File: src/rtl/tcpq_pkg.sv
`timescale 1ns / 1ps

package tcpq_pkg;

  // Default sizes
  localparam int DEF_CLASS_DEPTH = 16;
  localparam int DEF_HANDLE_BITS = 8;

  localparam int NUM_CLASSES = 3;
  localparam int CLASS_W     = 2;
  localparam int STATUS_W    = 2;
  localparam int IO_HANDLE_W = 8;
  localparam int TOTAL_W     = 6;

  // Request kinds
  localparam logic REQ_ENQUEUE = 1'b0;
  localparam logic REQ_DEQUEUE = 1'b1;

  // Class codes; the spare code is served as low
  localparam logic [CLASS_W-1:0] CLS_HIGH   = 2'd0;
  localparam logic [CLASS_W-1:0] CLS_SYSTEM = 2'd1;
  localparam logic [CLASS_W-1:0] CLS_LOW    = 2'd2;

  // Result status codes
  localparam logic [STATUS_W-1:0] STAT_ENQUEUED = 2'd0;
  localparam logic [STATUS_W-1:0] STAT_DEQUEUED = 2'd1;
  localparam logic [STATUS_W-1:0] STAT_EMPTY    = 2'd2;
  localparam logic [STATUS_W-1:0] STAT_FULL     = 2'd3;

  // Controller to datapath commands
  typedef struct packed {
    logic take_item;    // request accepted this cycle
    logic fill_handle;  // store read data is valid, load the result handle
  } tcpq_cmd_t;

endpackage

File: src/rtl/three_class_priority_queue.sv
`timescale 1ns / 1ps
// Channel  Direction  Handshake             tdata (low bit up)                tuser
// in_      slave      in_tvalid/in_tready   msg_handle[7:0], msg_class[9:8]   req_type
// out_     master     out_tvalid/out_tready out_handle[7:0], out_class[9:8],  status
//                                           total_count[15:10]
//
// Enqueue results appear in the cycle after acceptance; dequeue results pass the class
// store read register, then the result register. One request is in flight at a time.
// The next request is accepted while a result waits, provided it is taken that cycle.
// Synchronous active-low reset empties all classes; stores need no clearing.
// A stall on out_tready holds the result and stops acceptance.

module three_class_priority_queue
  import tcpq_pkg::*;
#(
  parameter int CLASS_DEPTH = DEF_CLASS_DEPTH,
  parameter int HANDLE_BITS = DEF_HANDLE_BITS
) (
  input  logic        clk,
  input  logic        rst_n,
  input  logic        in_tvalid,
  output logic        in_tready,
  input  logic [15:0] in_tdata,   // msg_handle[7:0], msg_class[9:8], zero fill
  input  logic        in_tuser,   // req_type
  output logic        out_tvalid,
  input  logic        out_tready,
  output logic [15:0] out_tdata,  // out_handle[7:0], out_class[9:8], total_count[15:10]
  output logic [1:0]  out_tuser   // status
);

  tcpq_cmd_t              cmd;
  logic [IO_HANDLE_W-1:0] res_handle;
  logic [CLASS_W-1:0]     res_class;
  logic [TOTAL_W-1:0]     res_total;
  logic [STATUS_W-1:0]    res_status;

  tcpq_ctrl u_ctrl (
    .clk        (clk),
    .rst_n      (rst_n),
    .in_tvalid  (in_tvalid),
    .req_type   (in_tuser),
    .out_tready (out_tready),
    .in_tready  (in_tready),
    .out_tvalid (out_tvalid),
    .cmd        (cmd)
  );

  tcpq_dpath #(
    .CLASS_DEPTH (CLASS_DEPTH),
    .HANDLE_BITS (HANDLE_BITS)
  ) u_dpath (
    .clk         (clk),
    .rst_n       (rst_n),
    .cmd         (cmd),
    .req_type    (in_tuser),
    .msg_handle  (in_tdata[7:0]),
    .msg_class   (in_tdata[9:8]),
    .status      (res_status),
    .out_handle  (res_handle),
    .out_class   (res_class),
    .total_count (res_total)
  );

  assign out_tdata = {res_total, res_class, res_handle};
  assign out_tuser = res_status;

endmodule

File: src/rtl/tcpq_ctrl.sv
`timescale 1ns / 1ps

module tcpq_ctrl
  import tcpq_pkg::*;
(
  input  logic      clk,
  input  logic      rst_n,
  input  logic      in_tvalid,
  input  logic      req_type,
  input  logic      out_tready,
  output logic      in_tready,
  output logic      out_tvalid,
  output tcpq_cmd_t cmd
);

  localparam logic ST_IDLE = 1'b0;
  localparam logic ST_READ = 1'b1;

  logic state_r, state_nxt;
  logic out_valid_r, out_valid_nxt;
  logic take;

  // Accept only when idle and the result register is free or draining
  assign in_tready = (state_r == ST_IDLE) && (!out_valid_r || out_tready);
  assign take      = in_tvalid && in_tready;

  assign cmd.take_item   = take;
  assign cmd.fill_handle = (state_r == ST_READ);
  assign out_tvalid      = out_valid_r;

  // Next state and result valid
  always_comb begin
    state_nxt     = state_r;
    out_valid_nxt = out_valid_r;
    case (state_r)
      ST_IDLE: begin
        if (take) begin
          if (req_type == REQ_DEQUEUE) begin
            state_nxt     = ST_READ;
            out_valid_nxt = 1'b0;
          end else begin
            out_valid_nxt = 1'b1;
          end
        end else if (out_tready) begin
          out_valid_nxt = 1'b0;
        end
      end
      ST_READ: begin
        state_nxt     = ST_IDLE;
        out_valid_nxt = 1'b1;
      end
      default: begin
        state_nxt     = ST_IDLE;
        out_valid_nxt = 1'b0;
      end
    endcase
  end

  always_ff @(posedge clk) begin
    if (!rst_n) begin
      state_r     <= ST_IDLE;
      out_valid_r <= 1'b0;
    end else begin
      state_r     <= state_nxt;
      out_valid_r <= out_valid_nxt;
    end
  end

  // The store read wait always ends in idle with a result pending
  a_read_one_cycle: assert property (@(posedge clk) disable iff (!rst_n)
    state_r == ST_READ |=> state_r == ST_IDLE && out_valid_r)
    else $error("read wait did not end after one cycle");

  // A dequeue always passes through the read wait with no result pending
  a_deq_to_read: assert property (@(posedge clk) disable iff (!rst_n)
    take && req_type == REQ_DEQUEUE |=> state_r == ST_READ && !out_valid_r)
    else $error("dequeue did not enter read wait");

  // No item taken while a result would be overwritten
  a_no_overwrite: assert property (@(posedge clk) disable iff (!rst_n)
    out_valid_r && !out_tready |-> !take)
    else $error("item taken over a pending result");

endmodule

File: src/rtl/tcpq_dpath.sv
`timescale 1ns / 1ps

module tcpq_dpath
  import tcpq_pkg::*;
#(
  parameter int CLASS_DEPTH = DEF_CLASS_DEPTH,
  parameter int HANDLE_BITS = DEF_HANDLE_BITS
) (
  input  logic                   clk,
  input  logic                   rst_n,
  input  tcpq_cmd_t              cmd,
  input  logic                   req_type,
  input  logic [IO_HANDLE_W-1:0] msg_handle,
  input  logic [CLASS_W-1:0]     msg_class,
  output logic [STATUS_W-1:0]    status,
  output logic [IO_HANDLE_W-1:0] out_handle,
  output logic [CLASS_W-1:0]     out_class,
  output logic [TOTAL_W-1:0]     total_count
);

  localparam int PTR_W = $clog2(CLASS_DEPTH);
  localparam int CNT_W = $clog2(CLASS_DEPTH + 1);

  logic [PTR_W-1:0] rptr_r  [NUM_CLASSES];
  logic [PTR_W-1:0] wptr_r  [NUM_CLASSES];
  logic [CNT_W-1:0] count_r [NUM_CLASSES];
  logic [TOTAL_W-1:0] total_r, total_nxt;

  logic [HANDLE_BITS-1:0] rd_data_r [NUM_CLASSES];
  logic [HANDLE_BITS+IO_HANDLE_W-1:0] in_wide;
  logic [HANDLE_BITS+IO_HANDLE_W-1:0] rd_wide;
  logic [HANDLE_BITS-1:0] wr_data;
  logic [HANDLE_BITS-1:0] rd_sel;

  logic [CLASS_W-1:0] enq_cls;
  logic [CLASS_W-1:0] deq_cls;
  logic               deq_any;
  logic               enq_full;
  logic               enq_ok;
  logic               deq_ok;

  logic [STATUS_W-1:0]    status_r;
  logic [IO_HANDLE_W-1:0] handle_r;
  logic [CLASS_W-1:0]     class_r;
  logic [TOTAL_W-1:0]     res_total_r;

  // Spare class code joins the low class
  assign enq_cls = (msg_class inside {CLS_HIGH, CLS_SYSTEM}) ? msg_class : CLS_LOW;
  assign enq_full = (count_r[enq_cls] == CNT_W'(CLASS_DEPTH));

  // Strict priority pick
  always_comb begin
    deq_any = 1'b1;
    if (count_r[0] != '0) begin
      deq_cls = CLS_HIGH;
    end else if (count_r[1] != '0) begin
      deq_cls = CLS_SYSTEM;
    end else begin
      deq_cls = CLS_LOW;
      deq_any = (count_r[2] != '0);
    end
  end

  assign enq_ok = cmd.take_item && (req_type == REQ_ENQUEUE) && !enq_full;
  assign deq_ok = cmd.take_item && (req_type == REQ_DEQUEUE) && deq_any;

  // Handle width conversion in and out of the stores
  assign in_wide = {{HANDLE_BITS{1'b0}}, msg_handle};
  assign wr_data = in_wide[HANDLE_BITS-1:0];

  // Per-class store, pointers and count
  for (genvar c = 0; c < NUM_CLASSES; c++) begin : g_class
    logic [HANDLE_BITS-1:0] mem [CLASS_DEPTH];
    logic wr_en, rd_en;

    assign wr_en = enq_ok && (enq_cls == CLASS_W'(c));
    assign rd_en = deq_ok && (deq_cls == CLASS_W'(c));

    always_ff @(posedge clk) begin
      if (wr_en) begin
        mem[wptr_r[c]] <= wr_data;
      end
      if (rd_en) begin
        rd_data_r[c] <= mem[rptr_r[c]];
      end
    end

    always_ff @(posedge clk) begin
      if (!rst_n) begin
        rptr_r[c]  <= '0;
        wptr_r[c]  <= '0;
        count_r[c] <= '0;
      end else begin
        if (wr_en) begin
          wptr_r[c]  <= (wptr_r[c] == PTR_W'(CLASS_DEPTH - 1)) ? '0 : wptr_r[c] + 1'b1;
          count_r[c] <= count_r[c] + 1'b1;
        end
        if (rd_en) begin
          rptr_r[c]  <= (rptr_r[c] == PTR_W'(CLASS_DEPTH - 1)) ? '0 : rptr_r[c] + 1'b1;
          count_r[c] <= count_r[c] - 1'b1;
        end
      end
    end
  end

  // Running total, kept modulo the field width
  always_comb begin
    total_nxt = total_r;
    if (enq_ok) begin
      total_nxt = total_r + 1'b1;
    end else if (deq_ok) begin
      total_nxt = total_r - 1'b1;
    end
  end

  always_ff @(posedge clk) begin
    if (!rst_n) begin
      total_r <= '0;
    end else begin
      total_r <= total_nxt;
    end
  end

  // Read data of the class that was served
  always_comb begin
    case (class_r)
      CLS_HIGH:   rd_sel = rd_data_r[0];
      CLS_SYSTEM: rd_sel = rd_data_r[1];
      default:    rd_sel = rd_data_r[2];
    endcase
  end
  assign rd_wide = {{IO_HANDLE_W{1'b0}}, rd_sel};

  // Result register
  always_ff @(posedge clk) begin
    if (cmd.take_item) begin
      handle_r    <= '0;
      res_total_r <= total_nxt;
      class_r     <= deq_ok ? deq_cls : CLS_HIGH;
      if (req_type == REQ_ENQUEUE) begin
        status_r <= enq_full ? STAT_FULL : STAT_ENQUEUED;
      end else begin
        status_r <= deq_any ? STAT_DEQUEUED : STAT_EMPTY;
      end
    end else if (cmd.fill_handle && status_r == STAT_DEQUEUED) begin
      handle_r <= rd_wide[IO_HANDLE_W-1:0];
    end
  end

  assign status      = status_r;
  assign out_handle  = handle_r;
  assign out_class   = class_r;
  assign total_count = res_total_r;

  // Running total tracks the class counts
  a_total_sum: assert property (@(posedge clk) disable iff (!rst_n)
    total_r == TOTAL_W'({2'b00, count_r[0]} + {2'b00, count_r[1]} + {2'b00, count_r[2]}))
    else $error("total out of step with class counts");

  // A class never holds more than its depth
  a_count_bound: assert property (@(posedge clk) disable iff (!rst_n)
    count_r[0] <= CNT_W'(CLASS_DEPTH) && count_r[1] <= CNT_W'(CLASS_DEPTH)
    && count_r[2] <= CNT_W'(CLASS_DEPTH))
    else $error("class count above depth");

  // Enqueue and dequeue never both act on one request
  a_one_action: assert property (@(posedge clk) disable iff (!rst_n)
    !(enq_ok && deq_ok))
    else $error("enqueue and dequeue in one cycle");

endmodule

File: config.mk
export PLATFORM = sky130hd
export DESIGN_NAME = three_class_priority_queue
export DESIGN_NICKNAME = d
export VERILOG_FILES = /design/src/rtl/tcpq_pkg.sv /design/src/rtl/three_class_priority_queue.sv /design/src/rtl/tcpq_ctrl.sv /design/src/rtl/tcpq_dpath.sv
export SDC_FILE = /design/constraint.sdc
export NUM_CORES = 1
export LEC_CHECK = 0
export ABC_CLOCK_PERIOD_IN_PS = 2650
export BUFFER_PORTS_ARGS = -buffer_cell sky130_fd_sc_hd__buf_2
export CAP_MARGIN = 25
export CORE_UTILIZATION = 40
export CTS_CLUSTER_SIZE = 8
export DETAILED_ROUTE_END_ITERATION = 6
export SLEW_MARGIN = 20
export SYNTH_ARGS = -nofsm -noshare
export SYNTH_HDL_FRONTEND = slang
export SYNTH_SLANG_ARGS = --single-unit
export TNS_END_PERCENT = 10
File: constraint.sdc
create_clock -name clk -period 2.65 [get_ports clk]
set_clock_uncertainty 0.15 [all_clocks]
set_input_delay 0.265 -clock clk [delete_from_list [all_inputs] [get_ports clk]]
set_output_delay 0.265 -clock clk [all_outputs]
set_load 0.02 [all_outputs]
==> results.md <==
* Antenna-violating nets left at 0
* Initial Util at 0.4089
* Util after Layout at 0.4789
* Most instantiated cells after synthesis: 457 x edfxtp_1, 86 x nand2_1, 80 x mux4_2, 40 x mux2i_1, 36 x a21oi_1
* # diodes at 0
* RR Startpoint: u_dpath.count_r[1][0]$_DFFE_PP_
* Post-DP Area at 20950 µm²
* Clk buf depth at 3
* Met3 Use GR at 0.03830
* Synthesized Nets at 1199
* Global-route wire length before repair at 63720 µm
* GPL Wtd Cong at 0.8135
* Clock latency on the worst-skew pair at 580 ps
* PwrDens at 750.3 nW/µm²
* Drt first pass iters at 5
* Final net count at 1332
* Syn Area/Cell at 17.07 µm²
* Slew @ Worst Pin at 930.8 ps
* Endpoints failing hold at 0
* Netlist cell types at 68
* Mapped Cells at 1151
* CP required at 2940 ps
* Leading area contributor after synthesis: edfxtp_1
* RSZ-0062 raised after global routing: true
* Grt met2 use at 0.2603
* CP arrival at 2850 ps
* Leak Pwr at 7.808 nW
* Port Buf Inserts at 34
* H-tree levels at 3
* Drt wl/cell at 21.89 µm
* Core Area at 48050 µm²
* Fmax at 389.7 MHz
* Hold path depth at 1
* Die width at 223.6 µm
* Hold path endpoint: u_dpath.g_class[0].mem[9][0]$_DFFE_PP_
* Clock power share at 0.452
* DRC Markers at 0
* DRT Wirelength at 42180 µm
* Hold_ws at 25.81 ps
* Setup violators final at 0
* Register area share after synthesis at 0.7149
* Tot GR Track Use at 0.1725
* CTS Sinks at 473
* Die area at 50000 µm²
* Asr flop ratio synth at 0
* Die height at 223.6 µm
* Area delta synth->final at 17.11%
* CTS Buf Count at 69
* Reg-to-Reg End: u_dpath.count_r[2][4]$_SDFFCE_PN0P_
* Vias post-DR at 10540
* YS warnings at 0
* Met1 Track Usage GR at 0.2492
* Max IR drop VDD at 0.4305 mV
* Sequential share of power at 0.488
* Cell area after layout at 23010 µm²
* Max Slew Vio Count at 0
* CP startpoint kind: flop
* Final period utilization at 0.9684
* Largest net degree at the start of global routing at 52
* Tmin final at 2566 ps
* R2R depth at 11
* Hpwl dp at 26960 µm
* Ys flop type: edfxtp_1
* Hold Startpoint: in_tdata[0]
* R2R Setup Slk at 80 ps
* Net switching power at 3.692 mW
* Antenna violations before repair at 0
* Status: finished clean
* Num rows at 80
* Synth area leaders: edfxtp_1 70%, mux4_2 9.2%, mux2i_1 2.0%, ha_1 1.7%, nand2_1 1.6%
* Yosys top cell area share at 0.6986
* Most frequent cell after synthesis: edfxtp_1
* DR vias/cell at 5.467
* CP Capture Type: flop
* Slew Limit Headroom at 0.3772
* Cell Area, Synth at 19650 µm²
* Yosys reg bits at 473
* Final Total Pwr at 17.26 mW
* DR iter-0 viols at 866
* # Max-Cap Violations at 0
* Comb power frac at 0.060
* Vias in the first global route at 10570
* Sw Share at 0.2139
* Worst-path clk slew at 50 ps
* Layout cells sized above 1 at 0.2317
* Most used routing layer: met2
* Number of synthesized flops with an enable pin at 457
* Number of setup buffers added after CTS at 0
* IO Count at 41
* Root buf cell: clkbuf_16
* Critical path class: reg2reg
* Internal at 13.57 mW
* TritonCTS clock tree: yes
* Max Fanout on Critical Path at 3
* Worst Hold Class: in2reg
* Gr ovfl total at 0
[worst max-delay path by stage]
stage,slack (ps),start,to,cells after the start
floorplan,-80,u_dpath.count_r[0][0]$_DFFE_PP_,u_dpath.count_r[2][4]$_SDFFCE_PN0P_,12
global placement,-5,u_dpath.count_r[1][0]$_DFFE_PP_,u_dpath.count_r[2][3]$_SDFFCE_PN0P_,11
detailed placement,-30,u_dpath.count_r[1][0]$_DFFE_PP_,u_dpath.count_r[2][3]$_SDFFCE_PN0P_,11
CTS,30,u_dpath.count_r[1][1]$_DFFE_PP_,u_dpath.count_r[2][3]$_SDFFCE_PN0P_,11
global route,-70,u_dpath.count_r[1][1]$_DFFE_PP_,u_dpath.count_r[2][4]$_SDFFCE_PN0P_,11
finish,80,u_dpath.count_r[1][0]$_DFFE_PP_,u_dpath.count_r[2][4]$_SDFFCE_PN0P_,11
[cells in the final DEF (no fill, tap or decap), types with 17 or more instances in the layout]
cell type	n
a31oi_1	17
clkbuf_1	20
mux2i_1	40
nand2_1	86
o21ai_0	34
nor2_1	33
inv_1	23
ha_1	25
mux4_2	80
edfxtp_1	457
nor3_1	19
buf_4	72
a21oi_1	34
nor2b_1	24
a211oi_1	17
clkbuf_16	71
buf_2	34
and3_1	21
and2_1	26
[final cells by class]
cell class	instances	area, µm²
Fill cell	4004	25040
Clock buffer	91	1852
Timing Repair Buffer	122	920.9
Sequential cell	473	14040
Clock inverter	8	56.30
Tap cell	615	769.5
Multi-Input combinational cell	590	5258
Inverter	28	107.6
[state kept, by name, indices dropped and copies added (netlist names)]
register	count
u_dpath.g_class.mem	384
u_dpath.rd_data_r	24
u_dpath.count_r	15
u_dpath.rptr_r	12
u_dpath.wptr_r	12
u_dpath.out_handle	8
u_dpath.total_count	6
u_dpath.total_r	6
u_dpath.out_class	2
u_dpath.status	2
u_ctrl.out_tvalid	1
u_ctrl.state_r	1
[metal layers]
metal,wire length (µm),share of wire
met1,19590,0.46
met2,19620,0.47
met3,2147,0.051
met4,818,0.019
met5,0,0
[what timing repair did]
| item | CTS | global route |
|---|---|---|
| pin swaps | 0 | 4 |
| cloned | 0 | 0 |
| endpoints found under the setup margin | 2 | 10 |
| gates resized for setup | 1 | 6 |
| hold endpoints to repair | 83 | 12 |
| hold buffers | 10 | 1 |
[logic make-up (layout without fill, tap and decap cells)]
group,count (synthesis),after routing,synth area share
fa+ha+maj,27,27,0.01758
mux,128,128,0.1167
xor+xnor,14,14,0.006242
buf+inv,88,249,0.01943
flops,473,473,0.7149
simple gates,281,281,0.07891
compound gates,140,140,0.04630
[per-stage QoR]
stage	TNS [ps]	worst slack [ps]	instances
6_report	0	83.67	1927
5_1_grt	-103.0	-70.81	1927
4_1_cts	0	34.96	1925
2_1_floorplan	-131.0	-75.95	1151
3_3_place_gp	-8.796	-4.818	1816
3_5_place_dp	-57.80	-30.45	1816
[worst max-delay path: stages, from the launching register on]
cell and delay (ps):
edfxtp_1 400, inv_2 80, ha_1 150, nor4b_4 240, o211ai_1 150, or2_4 280, fa_2 360, inv_1 60
a21o_1 120, a21oi_2 60, xnor2_1 160, mux2i_1 200
[power groups by stage]
stage	combinational (mW)	sequential [mW]	clock (mW)
floorplan	0.609	8.55	0
global placement	1.01	8.55	0
detailed placement	1.02	8.56	0
CTS	1.04	8.42	7.98
global route	1.12	8.43	8.27
finish	1.03	8.42	7.81
(Power assumes the default switching activity.)
